### src/design/rksc_pkg.sv
// ----------------------------------------------------------------------------
// rksc_pkg
// Shared types and constants for the rotating key substitution cipher.
// ----------------------------------------------------------------------------
`timescale 1ns / 1ps

package rksc_pkg;

  localparam int KEY_MAX = 128;
  localparam int KEY_AW  = (KEY_MAX > 1) ? $clog2(KEY_MAX) : 1;
  localparam int LEN_W   = $clog2(KEY_MAX + 1);
  localparam int CMP_W   = (LEN_W > 8) ? LEN_W : 8;

  localparam int ALPHA    = 26;
  localparam int LETTER_W = 5;

  typedef enum logic [1:0] {
    OP_KEY   = 2'd0,
    OP_TABLE = 2'd1,
    OP_ENC   = 2'd2
  } op_t;

  typedef struct packed {
    logic adv;
    logic start;
  } step_t;

  function automatic logic [LETTER_W-1:0] mod26(input logic [LETTER_W-1:0] v);
    mod26 = (v >= LETTER_W'(ALPHA)) ? v - LETTER_W'(ALPHA) : v;
  endfunction

endpackage

### src/design/rotating_key_substitution_cipher_top.sv
// ----------------------------------------------------------------------------
// rotating_key_substitution_cipher_top
// Rotating-key substitution cipher, one letter per word.
//
//   channel  dir  handshake            payload
//   in       in   in_tvalid/in_tready  tdata: entry_index, letter; tuser: opcode,
//                                      is_upper, message_start
//   out      out  out_tvalid/out_tready tdata: cipher_letter; tuser: cipher_upper
//   cfg      in   cfg_valid/cfg_ready  cfg_data: key_length
//
// One word per cycle sustained while out_tready stays high; an accepted word passes through
// the registered key RAM read stage and then the output register.
// Write words give no result. Reset clears position, rotation and key_length (1);
// key and table contents are undefined until written.
// Input stalls only when both the RAM stage and the output register are full.
// ----------------------------------------------------------------------------
`timescale 1ns / 1ps

module rotating_key_substitution_cipher_top (
  input  logic        clk,
  input  logic        rst_n,
  input  logic        in_tvalid,
  output logic        in_tready,
  input  logic [15:0] in_tdata,   // [6:0] entry_index, [11:7] letter, zero pad
  input  logic [3:0]  in_tuser,   // [1:0] opcode, [2] is_upper, [3] message_start
  output logic        out_tvalid,
  input  logic        out_tready,
  output logic [7:0]  out_tdata,  // [4:0] cipher_letter, zero pad
  output logic [0:0]  out_tuser,  // [0] cipher_upper
  input  logic        cfg_valid,
  output logic        cfg_ready,
  input  logic [7:0]  cfg_data
);

  import rksc_pkg::*;

  logic [7:0]          key_length_r;
  logic                in_acc, s1_adv;
  op_t                 op;
  logic [6:0]          idx;
  logic [LETTER_W-1:0] letter;
  logic                key_we, tbl_we, enc;
  step_t               step;
  logic [KEY_AW-1:0]   kpos;
  logic [LETTER_W-1:0] key_rd, cipher;

  logic                s1_valid_r, s1_valid_nxt;
  logic [LETTER_W-1:0] s1_letter_r;
  logic                s1_upper_r;
  logic                out_valid_r, out_valid_nxt;
  logic [LETTER_W-1:0] out_letter_r;
  logic                out_upper_r;

  assign cfg_ready = 1'b1;

  always_ff @(posedge clk) begin
    if (!rst_n) begin
      key_length_r <= 8'd1;
    end else if (cfg_valid && cfg_ready) begin
      key_length_r <= cfg_data;
    end
  end

  assign s1_adv    = !out_valid_r || out_tready;
  assign in_tready = !s1_valid_r || s1_adv;
  assign in_acc    = in_tvalid && in_tready;
  assign op        = op_t'(in_tuser[1:0]);
  assign idx       = in_tdata[6:0];
  assign letter    = in_tdata[11:7];

  always_comb begin
    key_we = 1'b0;
    tbl_we = 1'b0;
    enc    = 1'b0;
    case (op)
      OP_KEY:   key_we = in_acc && (CMP_W'(idx) < CMP_W'(KEY_MAX));
      OP_TABLE: tbl_we = in_acc;
      OP_ENC:   enc    = in_acc;
      default:  ;
    endcase
  end

  assign step.adv   = enc;
  assign step.start = in_tuser[3];

  rksc_keypos u_keypos (
    .clk        (clk),
    .rst_n      (rst_n),
    .key_length (key_length_r),
    .step       (step),
    .kpos       (kpos)
  );

  rksc_ram #(
    .WIDTH (LETTER_W),
    .DEPTH (KEY_MAX)
  ) u_key_ram (
    .clk   (clk),
    .we    (key_we),
    .waddr (KEY_AW'(idx)),
    .wdata (letter),
    .re    (enc),
    .raddr (kpos),
    .rdata (key_rd)
  );

  rksc_subst u_subst (
    .clk     (clk),
    .wr_en   (tbl_we),
    .wr_idx  (idx),
    .wr_data (letter),
    .plain   (s1_letter_r),
    .key_raw (key_rd),
    .cipher  (cipher)
  );

  always_comb begin
    s1_valid_nxt = s1_valid_r;
    if (in_acc) begin
      s1_valid_nxt = enc;
    end else if (s1_adv) begin
      s1_valid_nxt = 1'b0;
    end
    out_valid_nxt = out_valid_r;
    if (s1_adv) begin
      out_valid_nxt = s1_valid_r;
    end
  end

  always_ff @(posedge clk) begin
    if (!rst_n) begin
      s1_valid_r  <= 1'b0;
      out_valid_r <= 1'b0;
    end else begin
      s1_valid_r  <= s1_valid_nxt;
      out_valid_r <= out_valid_nxt;
    end
  end

  always_ff @(posedge clk) begin
    if (enc) begin
      s1_letter_r <= letter;
      s1_upper_r  <= in_tuser[2];
    end
    if (s1_adv && s1_valid_r) begin
      out_letter_r <= cipher;
      out_upper_r  <= s1_upper_r;
    end
  end

  assign out_tvalid   = out_valid_r;
  assign out_tdata    = {3'b000, out_letter_r};
  assign out_tuser[0] = out_upper_r;

  a_letter_range: assert property (@(posedge clk) disable iff (!rst_n)
    out_tvalid |-> (out_tdata[4:0] < 5'd26))
    else $error("cipher letter out of range");

  a_enc_enters: assert property (@(posedge clk) disable iff (!rst_n)
    (in_acc && (op == OP_ENC)) |=> s1_valid_r)
    else $error("enciphered word lost after acceptance");

  a_stall_full: assert property (@(posedge clk) disable iff (!rst_n)
    !in_tready |-> (s1_valid_r && out_valid_r && !out_tready))
    else $error("input stalled with room in pipeline");

  a_hold_s1: assert property (@(posedge clk) disable iff (!rst_n)
    (s1_valid_r && !s1_adv) |=> (s1_valid_r && $stable(s1_letter_r)))
    else $error("stalled stage lost its word");

endmodule

### src/design/rksc_ram.sv
// ----------------------------------------------------------------------------
// rksc_ram
// Generic single-write, single-read RAM with registered read data.
// ----------------------------------------------------------------------------
`timescale 1ns / 1ps

module rksc_ram #(
  parameter int WIDTH = 8,
  parameter int DEPTH = 16,
  parameter int AW    = (DEPTH > 1) ? $clog2(DEPTH) : 1
) (
  input  logic             clk,
  input  logic             we,
  input  logic [AW-1:0]    waddr,
  input  logic [WIDTH-1:0] wdata,
  input  logic             re,
  input  logic [AW-1:0]    raddr,
  output logic [WIDTH-1:0] rdata
);

  logic [WIDTH-1:0] mem [DEPTH];
  logic [WIDTH-1:0] rdata_r;

  always_ff @(posedge clk) begin
    if (we) begin
      mem[waddr] <= wdata;
    end
    if (re) begin
      rdata_r <= mem[raddr];
    end
  end

  assign rdata = rdata_r;

endmodule

### src/design/rksc_keypos.sv
// ----------------------------------------------------------------------------
// rksc_keypos
// Block position and rotation tracking; gives the key address per letter.
// ----------------------------------------------------------------------------
`timescale 1ns / 1ps

module rksc_keypos (
  input  logic                       clk,
  input  logic                       rst_n,
  input  logic [7:0]                 key_length,
  input  rksc_pkg::step_t            step,
  output logic [rksc_pkg::KEY_AW-1:0] kpos
);

  import rksc_pkg::*;

  logic [KEY_AW-1:0] pos_r, pos_nxt;
  logic [KEY_AW-1:0] rot_r, rot_nxt;
  logic [CMP_W-1:0]  kl_w;
  logic [LEN_W-1:0]  len;
  logic [LEN_W-1:0]  p0, r0, p1, r1;
  logic [LEN_W:0]    wrap;

  always_comb begin
    kl_w = CMP_W'(key_length);
    if (kl_w == '0) begin
      len = LEN_W'(1);
    end else if (kl_w > CMP_W'(KEY_MAX)) begin
      len = LEN_W'(KEY_MAX);
    end else begin
      len = LEN_W'(kl_w);
    end

    p0 = step.start ? '0 : LEN_W'(pos_r);
    r0 = step.start ? '0 : LEN_W'(rot_r);
    if (p0 >= len) p0 = '0;
    if (r0 >= len) r0 = '0;

    wrap = {1'b0, p0} + {1'b0, len} - {1'b0, r0};
    kpos = (p0 >= r0) ? KEY_AW'(p0 - r0) : KEY_AW'(wrap);

    p1 = p0 + LEN_W'(1);
    r1 = r0 + LEN_W'(1);
    pos_nxt = pos_r;
    rot_nxt = rot_r;
    if (step.adv) begin
      if (p1 >= len) begin
        pos_nxt = '0;
        rot_nxt = (r1 >= len) ? '0 : KEY_AW'(r1);
      end else begin
        pos_nxt = KEY_AW'(p1);
        rot_nxt = KEY_AW'(r0);
      end
    end
  end

  always_ff @(posedge clk) begin
    if (!rst_n) begin
      pos_r <= '0;
      rot_r <= '0;
    end else begin
      pos_r <= pos_nxt;
      rot_r <= rot_nxt;
    end
  end

endmodule

### src/design/rksc_subst.sv
// ----------------------------------------------------------------------------
// rksc_subst
// Substitution table and the mod-26 add, look-up and subtract datapath.
// ----------------------------------------------------------------------------
`timescale 1ns / 1ps

module rksc_subst (
  input  logic                          clk,
  input  logic                          wr_en,
  input  logic [6:0]                    wr_idx,
  input  logic [rksc_pkg::LETTER_W-1:0] wr_data,
  input  logic [rksc_pkg::LETTER_W-1:0] plain,
  input  logic [rksc_pkg::LETTER_W-1:0] key_raw,
  output logic [rksc_pkg::LETTER_W-1:0] cipher
);

  import rksc_pkg::*;

  logic [LETTER_W-1:0] tbl [ALPHA];
  logic [LETTER_W-1:0] k, s, t;
  logic [LETTER_W:0]   sum_w;
  logic [LETTER_W-1:0] sum;

  always_ff @(posedge clk) begin
    if (wr_en && (wr_idx < 7'(ALPHA))) begin
      tbl[wr_idx[LETTER_W-1:0]] <= wr_data;
    end
  end

  always_comb begin
    k     = mod26(key_raw);
    s     = mod26(plain);
    sum_w = {1'b0, s} + {1'b0, k};
    sum   = (sum_w >= (LETTER_W+1)'(ALPHA)) ? LETTER_W'(sum_w - (LETTER_W+1)'(ALPHA))
                                           : LETTER_W'(sum_w);
    t      = mod26(tbl[sum]);
    cipher = (t >= k) ? t - k : t + LETTER_W'(ALPHA) - k;
  end

endmodule

### config.mk
export PLATFORM = sky130hd
export DESIGN_NAME = rotating_key_substitution_cipher_top
export DESIGN_NICKNAME = d
export VERILOG_FILES = /design/src/design/rksc_pkg.sv /design/src/design/rotating_key_substitution_cipher_top.sv /design/src/design/rksc_ram.sv /design/src/design/rksc_keypos.sv /design/src/design/rksc_subst.sv
export SDC_FILE = /design/constraint.sdc
export NUM_CORES = 1
export LEC_CHECK = 0
export CORE_MARGIN = 5
export CORE_UTILIZATION = 40
export CTS_BUF_LIST = sky130_fd_sc_hd__clkbuf_8
export DETAILED_ROUTE_END_ITERATION = 16
export DONT_BUFFER_PORTS = 1
export GPL_ROUTABILITY_DRIVEN = 0
export GPL_TIMING_DRIVEN = 0
export PLACE_DENSITY = 0.66
export SLEW_MARGIN = 20
export SYNTH_ARGS = -nofsm -noshare
export SYNTH_HDL_FRONTEND = slang
export SYNTH_SLANG_ARGS = --single-unit
export TNS_END_PERCENT = 1
### constraint.sdc
create_clock -name clk -period 8.4 [get_ports clk]
set_input_delay 2.1 -clock clk [delete_from_list [all_inputs] [get_ports clk]]
set_output_delay 2.1 -clock clk [all_outputs]
set_load 0.05 [all_outputs]
==> results.md <==
- Run status: finished clean
- Fin crit period: 8.260 ns
- Startpoint Class: input pin
- CTS sink cnt: 811
- Share of flip-flops with an asynchronous set or reset: 0%
- Routed vias: 24710
- Netlist cell types: 85
- Crit-path max FO: 10
- Final instance area: 40170 um2
- Final core occ: 45.25%
- Router iterations before antenna repair: 6
- Yosys top cell area share: 65.85%
- Height of the chip: 309.5 um
- Area growth syn-to-layout: 11.94%
- Register share of total power: 47.3%
- Met2 WL: 46.30 mm
- Max-cap violations: 0
- Complex-gate fraction of the synthesized area: 8.284%
- Grt ovf: 0
- Final period util: 98.34%
- Clock share of power: 34.2%
- EDFF count, synth: 787
- Largest net degree at the start of global routing: 156
- CP Data Arrival Time: 8.78 ns
- Max Clk Rate: 0.1211 GHz
- Num rows: 109
- Syn avg cell area: 12.28 um2
- Inst Count DP: 4090
- Rel. slew slack: 19.24%
- Max-slew violation count: 0
- XOR/XNOR Fraction of Synth Area: 0.7531%
- First-pass GRT wire length: 149.7 mm
- Reg clk slew, reported paths: 0.05 ns
- Area post-placement: 37380 um2
- Req. time, crit path: 8.92 ns
- Initial antenna violation count: 3
- Share of cells above drive strength 1: 9.602%
- Initial Util: 40.42%
- HP Class: reg -> reg
- Net Sw Power: 0.002772 W
- Fillers: 7961
- Netlist Area Pre-Place: 35890 um2
- Die span in x: 309.5 um
- Post-DRT Antenna Nets: 0
- Detailed-route vias per instance: 5.703
- Met1 WL: 41.13 mm
- WHS: 0.4170 ns
- Port buffer count: 0
- Num CTS Buffers: 133
- Fin. Hold Viols: 0
- Combinational power share: 18.5%
- Clock buffer depth: 3
- IO Pins: 45
- #FFs+latches synth: 811
- WL final: 102.5 mm
- Wire length per cell: 23.66 um
- Area leader, netlist: edfxtp_1
- CORE AREA: 88780 um2
- Simple-gate share of the synthesized area: 15.37%
- Final setup viols: 0
- Finished Layout Cells: 4332
- Mux cell area share after synthesis: 3.169%
- Top cells by area, synth: edfxtp_1, nand2_1, nand3_1
- Synth Area in Adders: 2.852%
- CP max-delay cell: nor4_2
- Clock Latency Late Sink: 0.83 ns
- DRT iter0 DRCs: 2998
- FF/Latch Area: 24110 um2
- Max Used Layer: met4
- Dpl hpwl: 69.00 mm
- Yosys Warn Count: 0
- Largest family of logic cells by synthesized area: simple AND/OR/NAND/NOR gates
- Metal3 WL: 10.93 mm
- Leak Pwr: 13.75 nW
- Setup crit end kind: register
- Clk_skew: 0.04593 ns
- Residual DRC count: 0
- P_int: 0.006770 W
- Tightest Pin Transition: 1.200 ns
- Power density over the cells: 237.5 nW/um2
- H-tree depth: 4
- Worst IR Drop VDD: 0.1784 mV
- Total track usage: 20.97%
- Area of the multi-input gates: 11150 um2
- Post-route setup TNS: 0 ns
- Vias in the first global route: 23690
- Die Footprint: 95810 um2
- Final nets: 3172
- Most used cell, CP: a21o_1
- Sw Share: 29.05%
- RSZ-0062 raised after global routing: yes
- Crit path kind: in -> reg
- CTS root buf: clkbuf_8
- TritonCTS clock tree: built
- Max incr delay on CP: 0.51 ns
- Synth Flop Type: edfxtp_1
- Cells after Synth: 2923
- Post-synthesis sequential area ratio: 67.19%
-- synthesized netlist by cell type, types with 10 or more instances --
cell type  instances
clkbuf_1         138
nor2_1           236
nand3_1          277
a221oi_1          13
a32oi_1           42
edfxtp_1         787
a21oi_1           46
dfxtp_1           24
mux2i_1           78
a21o_1            27
inv_1             50
nand2_1          676
a41o_1            40
o211ai_1          10
a211oi_1          10
buf_1             12
xnor2_1           16
nand2b_1          16
a31oi_1           71
o21ai_0           33
xor2_1            13
ha_1              65
a22oi_1           16
fa_1              10
nor2b_1           23
-- registers in the layout, summed over array words and instances, names as in the netlist --
signal           flops
s1_valid_r           1
out_letter_r         5
out_tuser            1
s1_upper_r           1
u_key_ram.mem      640
u_keypos.rot_r       7
s1_letter_r          5
u_keypos.pos_r       7
u_key_ram.rdata      5
u_subst.tbl        130
key_length_r         8
out_tvalid           1
-- metrics by stage --
step | setup WS (ns) | power [W]
3_5_place_dp | -1.809 | 0.006294
6_report | 0.1398 | 0.009542
3_3_place_gp | -1.826 | 0.006276
5_1_grt | -0.02734 | 0.009932
2_1_floorplan | 1.014 | 0.005823
4_1_cts | 0.0005667 | 0.009533
-- cells in the final DEF, fill, tap and decap left out, drive strengths merged, types with 24 or more instances in the layout --
cell    netlist  routed
a21o         27      27
a21oi        49      49
a31oi        71      71
a32oi        42      42
a41o         40      40
buf          25      30
clkbuf      138     273
clkinv        0      41
dfxtp        24      24
edfxtp      787     787
ha           65      65
inv          52     102
mux2i        79      79
nand2       676     676
nand3       277     277
nor2        239     239
o21ai        35      35
-- cells by family (layout without fill, tap and decap cells) --
kind of cell | Yosys count | count (layout)
buf+inv | 215 | 456
xor+xnor | 30 | 30
flops | 811 | 811
simple gates | 1298 | 1298
other cells | 2 | 5
fa+ha+maj | 76 | 76
mux | 99 | 99
compound gates | 392 | 392
-- final cells by class --
type / instances / share of cell area, %
well taps: 1165 / 3.628
clock buffers: 136 / 4.659
diodes: 1 / 0.006229
plain buffers: 162 / 1.766
inverters: 52 / 0.4859
clock inverters: 101 / 1.461
flip-flops and latches: 811 / 60.02
repair buffers: 5 / 0.2180
multi-input cells: 1899 / 27.75
-- worst max-delay path, delay by kind of cell --
| family | cells | cell delay [ns] |
|---|---|---|
| AOI/OAI and AO/OA | 13 | 2.82 |
| and+or+nand+nor | 7 | 1.86 |
| buffers and inverters | 4 | 1.13 |
| adders and majority gates | 2 | 0.67 |
| muxes | 1 | 0.18 |
-- per-layer routing --
| metal | track usage (%) | up-vias |
|---|---|---|
| li1 | - | 11090 |
| met1 | 28.36 | 11960 |
| met2 | 32.36 | 1400 |
| met3 | 5.386 | 256 |
| met4 | 9.071 | 0 |
| met5 | 0 | - |
-- timing repair --
item / CTS / global route
gates resized for setup: 46 / 50
buffers inserted: 2 / 3
hold buffers: 0 / 0
setup endpoints to repair: 5 / 6
gates cloned: 0 / 0
-- final timing paths --
kind	startpoint	to	slack [ns]	cells after the start
max	in_tuser[3]	u_key_ram.rdata[3]$_DFFE_PP_	0.14	27
min	s1_upper_r$_DFFE_PP_	out_tuser$_DFFE_PP_	0.42	0
max reg2reg	u_key_ram.rdata[1]$_DFFE_PP_	out_letter_r[4]$_DFFE_PP_	0.41	28
min reg2reg	s1_upper_r$_DFFE_PP_	out_tuser$_DFFE_PP_	0.42	0
-- power groups by stage --
stage | logic, W | clock network (W) | registers [W]
after floorplan | 0.00123 | 0 | 0.00460
after CTS | 0.00172 | 0.00330 | 0.00451
after detailed placement | 0.00170 | 0 | 0.00460
after global routing | 0.00191 | 0.00351 | 0.00451
final | 0.00177 | 0.00326 | 0.00451
after global placement | 0.00168 | 0 | 0.00460
(Power assumes the default switching activity.)
